File: src/rtl/core/voim_pkg.sv
`timescale 1ns / 1ps
`default_nettype none
package voim_pkg;

  // Configuration register indexes.
  localparam logic [2:0] REG_ORIGIN_X = 3'd0;
  localparam logic [2:0] REG_ORIGIN_Y = 3'd1;
  localparam logic [2:0] REG_ORIGIN_Z = 3'd2;
  localparam logic [2:0] REG_RES      = 3'd3;
  localparam logic [2:0] REG_INV_RES  = 3'd4;
  localparam logic [2:0] REG_INFLATE  = 3'd5;

  // Base index width: a 21-bit difference times a 21-bit reciprocal, shifted by 20.
  localparam int BASE_W = 23;
  localparam int FRAC_W = 20;

  // Commands from the controller to the datapath.
  typedef struct packed {
    logic load;      // latch the point minus the origin
    logic first;     // register the products and set the neighbour offsets to their start
    logic step;      // advance to the next neighbour
    logic rd;        // read the occupancy bit of the current neighbour
    logic wr;        // mark the current neighbour and emit it
    logic clr;       // clear one store entry at the sweep address
  } voim_cmd_t;

  // Status from the datapath to the controller.
  typedef struct packed {
    logic in_grid;   // current neighbour lies inside the grid
    logic occ;       // registered occupancy bit of current neighbour
    logic last_nb;   // current neighbour is the last of the neighbourhood
    logic clr_done;  // the clearing sweep is at its final entry
  } voim_sts_t;

endpackage
`default_nettype wire

File: src/rtl/core/voim_ctrl.sv
`timescale 1ns / 1ps
`default_nettype none
module voim_ctrl
  import voim_pkg::*;
(
  input  wire        clk,
  input  wire        rst_n,
  input  wire        start,
  output logic       busy,
  input  voim_sts_t  sts,
  output voim_cmd_t  cmd
);

  typedef enum logic [5:0] {
    S_CLEAR = 6'b000001,
    S_IDLE  = 6'b000010,
    S_MUL   = 6'b000100,
    S_READ  = 6'b001000,
    S_CHECK = 6'b010000,
    S_NEXT  = 6'b100000
  } state_t;

  state_t state_r, state_nxt;

  // Sequence: clear after reset, then a multiply state, then read, check and mark per neighbour.
  always_comb begin
    state_nxt = state_r;
    cmd = '0;
    case (state_r)
      S_CLEAR: begin
        cmd.clr = 1'b1;
        if (sts.clr_done) state_nxt = S_IDLE;
      end
      S_IDLE: begin
        if (start) begin
          cmd.load = 1'b1;
          state_nxt = S_MUL;
        end
      end
      S_MUL: begin
        cmd.first = 1'b1;
        state_nxt = S_READ;
      end
      S_READ: begin
        cmd.rd = 1'b1;
        state_nxt = S_CHECK;
      end
      S_CHECK: begin
        cmd.wr = sts.in_grid && !sts.occ;
        state_nxt = sts.last_nb ? S_IDLE : S_NEXT;
      end
      S_NEXT: begin
        cmd.step = 1'b1;
        state_nxt = S_READ;
      end
      default: state_nxt = S_IDLE;
    endcase
  end

  always_ff @(posedge clk) begin
    if (!rst_n) state_r <= S_CLEAR;
    else state_r <= state_nxt;
  end

  assign busy = (state_r != S_IDLE);

  // A mark only happens while a neighbour is being checked.
  a_wr_in_check: assert property (@(posedge clk) disable iff (!rst_n)
    cmd.wr |-> state_r == S_CHECK) else $error("mark outside check");
  // The clearing sweep never resumes once finished.
  a_no_reclear: assert property (@(posedge clk) disable iff (!rst_n)
    state_r == S_IDLE |=> state_r != S_CLEAR) else $error("clear restarted");
  // A start while idle always begins an item.
  a_start: assert property (@(posedge clk) disable iff (!rst_n)
    (state_r == S_IDLE && start) |=> state_r == S_MUL) else $error("start lost");

endmodule
`default_nettype wire

File: config.mk
export PLATFORM = sky130hd
export DESIGN_NAME = voim_ctrl
export DESIGN_NICKNAME = d
export VERILOG_FILES = /design/src/rtl/core/voim_pkg.sv /design/src/rtl/core/voim_ctrl.sv
export SDC_FILE = /design/constraint.sdc
export NUM_CORES = 1
export LEC_CHECK = 0
export BUFFER_PORTS_ARGS = -buffer_cell sky130_fd_sc_hd__clkbuf_2
export CAP_MARGIN = 20
export CORE_AREA = 3 3 40 42
export DETAILED_ROUTE_END_ITERATION = 10
export DIE_AREA = 0 0 43 45
export MAX_ROUTING_LAYER = met4
export PLACE_DENSITY = 0.58
export SLEW_MARGIN = 20
export SYNTH_ARGS = -nofsm -noshare
export SYNTH_HDL_FRONTEND = slang
export SYNTH_SLANG_ARGS = --single-unit
File: constraint.sdc
create_clock -name clk -period 1.4 [get_ports clk]
set_input_delay 0.28 -clock clk [delete_from_list [all_inputs] [get_ports clk]]
set_output_delay 0.28 -clock clk [all_outputs]
set_load 0.1 [all_outputs]
* Word level (Yosys, flattened, before mapping) *
Index checks and enable logic that the tools add are counted.

word-level totals
  bits in writable memories = 0
  output and inout port bits = 7
  flip-flop bits (word level) = 6
  bits in read-only memories = 0
  memories = 0
  latch bits = 0
  bits of input ports = 7

operators by class
  divide/modulo/power cells = 0
  bitwise gates (word level) = 0
  shift operators = 0
  add/subtract/negate cells = 0
  equal/unequal tests = 9
  order comparisons = 0
  muxes and demuxes = 11
  multipliers = 0
  reduce and logical (&&, ||, !) cells = 4

operators with widths
  cell                                                              count
  6-bit case mux with 5 select lines                                1
  6-bit 2-to-1 mux                                                  3
  1-bit 2-to-1 mux                                                  7
  6-bit by 1-bit == test with 1-bit output (second input constant)  1
  6-bit by 2-bit == test with 1-bit output (second input constant)  1
  6-bit by 3-bit == test with 1-bit output (second input constant)  1
  6-bit by 4-bit == test with 1-bit output (second input constant)  1
  6-bit by 5-bit == test with 1-bit output (second input constant)  1
  6-bit == test (second input constant)                             1
  6-bit by 2-bit != test with 1-bit output (second input constant)  1
  2-bit != test (second input constant)                             2
  2-bit AND reduction                                               1
  2-bit OR reduction                                                1
  1-bit logical AND                                                 1
  1-bit zero test                                                   1

* Depth between registers and ports, before layout *
  depth after elaboration = 3
  mapped depth = 4
  depth with buffers taken out = 4

* Worst setup path after synthesis *
OpenSTA, ideal clock, no wires.

  path type = register -> output
  start = reg state_r[4]
  end = out cmd[3] in the netlist's numbering
  setup slack = -1.976 ns
  data arrival time = 3.096 ns
  stages on the path, launching flop included = 3
  cells stage by stage = dfxtp_1 > or4_1 > nor3b_1

RTL lines
  item                    line             source
  from (decl)             voim_ctrl.sv:23  state_t state_r, state_nxt;
  from (signal assigned)  voim_ctrl.sv:62  else state_r <= state_nxt;
  to (decl)               voim_ctrl.sv:11  output voim_cmd_t cmd

==> results_dict.tcl <==
set metrics [dict create \
    worstSetupPathType "register to output port" \
    netlist.area_leader.share 0.369 \
    power.leakage_nw 0.303 \
    switchingPower_mw 0.194 \
    regMostFlops "state_r" \
    reg2reg_to "state_r[1]" \
    hold_start "sts[1]" \
    syn2layout_area_growth_pct 130 \
    pre_cts_ws_ps -216 \
    reg2reg_depth 5 \
    setup_ws_ps -447 \
    p_clk_frac 0.269 \
    crit_fanout 4 \
    grt-ovfl-total 0 \
    whs_path_depth 2 \
    required_ps 1120 \
    avgSynthCellArea_um2 9.04 \
    violations "negative setup slack" \
    num_io_pins 14 \
    drive_gt1_frac 0.738 \
    largest_reg_flops 6 \
    power.switching_fraction 0.338 \
    start_util 0.253 \
    worstSkewPairLatency_ps 240 \
    synth_seq_cells 6 \
    p_int_mw 0.381 \
    cts_made_buffers 3 \
    n_antenna_cell 0 \
    synth_area_leaders "dfxtp_1, nor3b_1, nor4_1" \
    fin_tns_setup_ps -3780 \
    reg2reg_setup_slack_ps -260 \
    p_per_area_nw_per_um2 769 \
    setup_violations 12 \
    use_met1 0.136 \
    portBuffers 13 \
    fmax_mhz 541 \
    startpoint "state_r[0]" \
    htreeDepth 1 \
    hold_buffers 0 \
    hold_path.class "input pin to register" \
    num_rows 13 \
    hold_viol 0 \
    timing_worst_slew_pin_value_ps 366 \
    slew_viol_final 0 \
    grt_pass1_wl_um 1660 \
    rsz0062_at_grt "yes" \
    vias 382 \
    reg2reg_from "state_r[0]" \
    cts_tree "yes" \
    drt_iter0_markers 6 \
    placed_cells 73 \
    mappedNetlistArea_um2 325 \
    final_cells 80 \
    p_total_mw 0.576 \
    clkSinkCount 6 \
    top_usage_layer "met2" \
    pwr-share-seq 0.333 \
    end_kind "output port" \
    die_y_um 45 \
    drc 0 \
    worstHoldEndpoint "state_r[5]" \
    cts_root_buf "clkbuf_4" \
    core-area_um2 1280 \
    cts_max_path_buffers 2 \
    nets 74 \
    fin_crit_ps 1850 \
    maxCapViolations 0 \
    wl_per_cell_um 12.0 \
    wirelength_um 959 \
    antenna_found_initial 0 \
    max-vdd-ir-drop_mv 0.462 \
    ant_nets 0 \
    die_w_um 43 \
    gp_congestion 0.754 \
    largestRegisters "state_r x6" \
    fin_worst_skew_ps 1.76 \
    relSlewSlack 0.754 \
    clkTransAtPathRegs_ps 40 \
    pwr-share-comb 0.398 \
    critPathLaunchType "register" \
    status "complete, but fails checks" \
    grtUsageMet3 0.0239 \
    floorplan.die_area_um2 1940 \
    grt_pass1_vias 365 \
    seq_area_frac_synth 0.369 \
    yosys.area.top_type "dfxtp_1" \
    yosysWarnings 0 \
    arrival_ps 1570 \
    first_pass_iters 3 \
    synth_cell_types 20 \
    grt_max_degree 7 \
    synth_fp_nets 43 \
    syn_inst 36 \
    hpwl_um 742 \
    grt_usage 0.118 \
    finalCritPeriodShare 1.32 \
    via_per_inst 4.78 \
    use_met2 0.198 \
    timing.hold.ws_ps 225 \
]
how the worst max path moves through the flow:
stage	to	slack [ps]
6_report	cmd[5]	-450
5_1_grt	cmd[5]	-500
4_1_cts	cmd[5]	-460
3_3_place_gp	cmd[2]	-200
2_1_floorplan	cmd[3]	-620
3_5_place_dp	cmd[1]	-220
power groups by stage:
stage               Clock (mW)  Combinational, mW  Sequential, mW
floorplan                    0              0.132           0.192
global placement             0              0.208           0.191
detailed placement           0              0.209           0.192
CTS                      0.165              0.224           0.190
global route             0.179              0.242           0.193
finish                   0.155              0.229           0.192
logic make-up after synthesis:
group / count (synthesis) / synth area share
xor gates and xnor gates: 1 / 0.0269
buffers and inverters: 2 / 0.0231
and+or+nand+nor: 23 / 0.477
AOI/OAI and AO/OA: 4 / 0.104
DFF: 6 / 0.369
cell usage in the layout (no fill, tap or decap):
master    Yosys  layout
a21o_1        1       1
a22oi_1       1       1
a32o_1        1       1
and2_4        0       1
and3_1        1       1
buf_12        0       7
buf_4         0      10
buf_6         0       3
clkbuf_2      0       6
clkbuf_4      0       3
dfxtp_1       6       2
dfxtp_2       0       3
dfxtp_4       0       1
inv_1         2       1
inv_2         0       1
nand2_1       1       1
nand2b_1      2       2
nand3b_1      1       1
nor2_4        0       3
nor3_2        1       1
nor3_4        0       1
nor3b_1       4       1
nor3b_4       0       3
nor4_1        4       2
nor4_2        0       1
nor4_4        0       1
o31a_1        1       1
or2b_1        1       1
or4_4         2       3
xor2_1        1       1
synthesized netlist by cell type, drive strengths merged:
cell type / count
xor2: 1
dfxtp: 6
or2b: 1
a22oi: 1
and2: 1
nand2b: 2
nand2: 1
inv: 2
nand3b: 1
a21o: 1
nor4: 4
and3: 1
nor3b: 4
nor2: 3
a32o: 1
o31a: 1
or4: 3
nor3: 2
metrics by stage:
stage | util | cell area, um^2
finish | 0.582 | 748
global route | 0.582 | 748
CTS | 0.559 | 718
detailed placement | 0.505 | 649
global placement | 0.505 | 649
floorplan | - | 393
layout make-up:
type,count,area [um^2]
fillers,109,537
inverters,2,7.51
multi-input cells,28,293
flip-flops and latches,6,128
clock buffers,3,22.5
well taps,15,18.8
repair buffers,26,279
layer usage:
layer | wire, um | share of wire
met5 | 0 | 0
met4 | 0 | 0
met3 | 24 | 0.025
met2 | 528 | 0.55
met1 | 407 | 0.42
worst max-delay path, stage by stage (launching register included):
cell	delay, ps
dfxtp_2	330
or4_4	570
nor2_4	110
and2_4	150
buf_12	160
timing repair:
action                                  4_1_cts  5_1_grt
resized for setup                             5        4
pin swaps                                     4        6
cloned                                        0        0
buffers inserted                              3        1
endpoints found under the setup margin       11       12
hold endpoints to repair                      0        0
(Power assumes the default switching activity.)
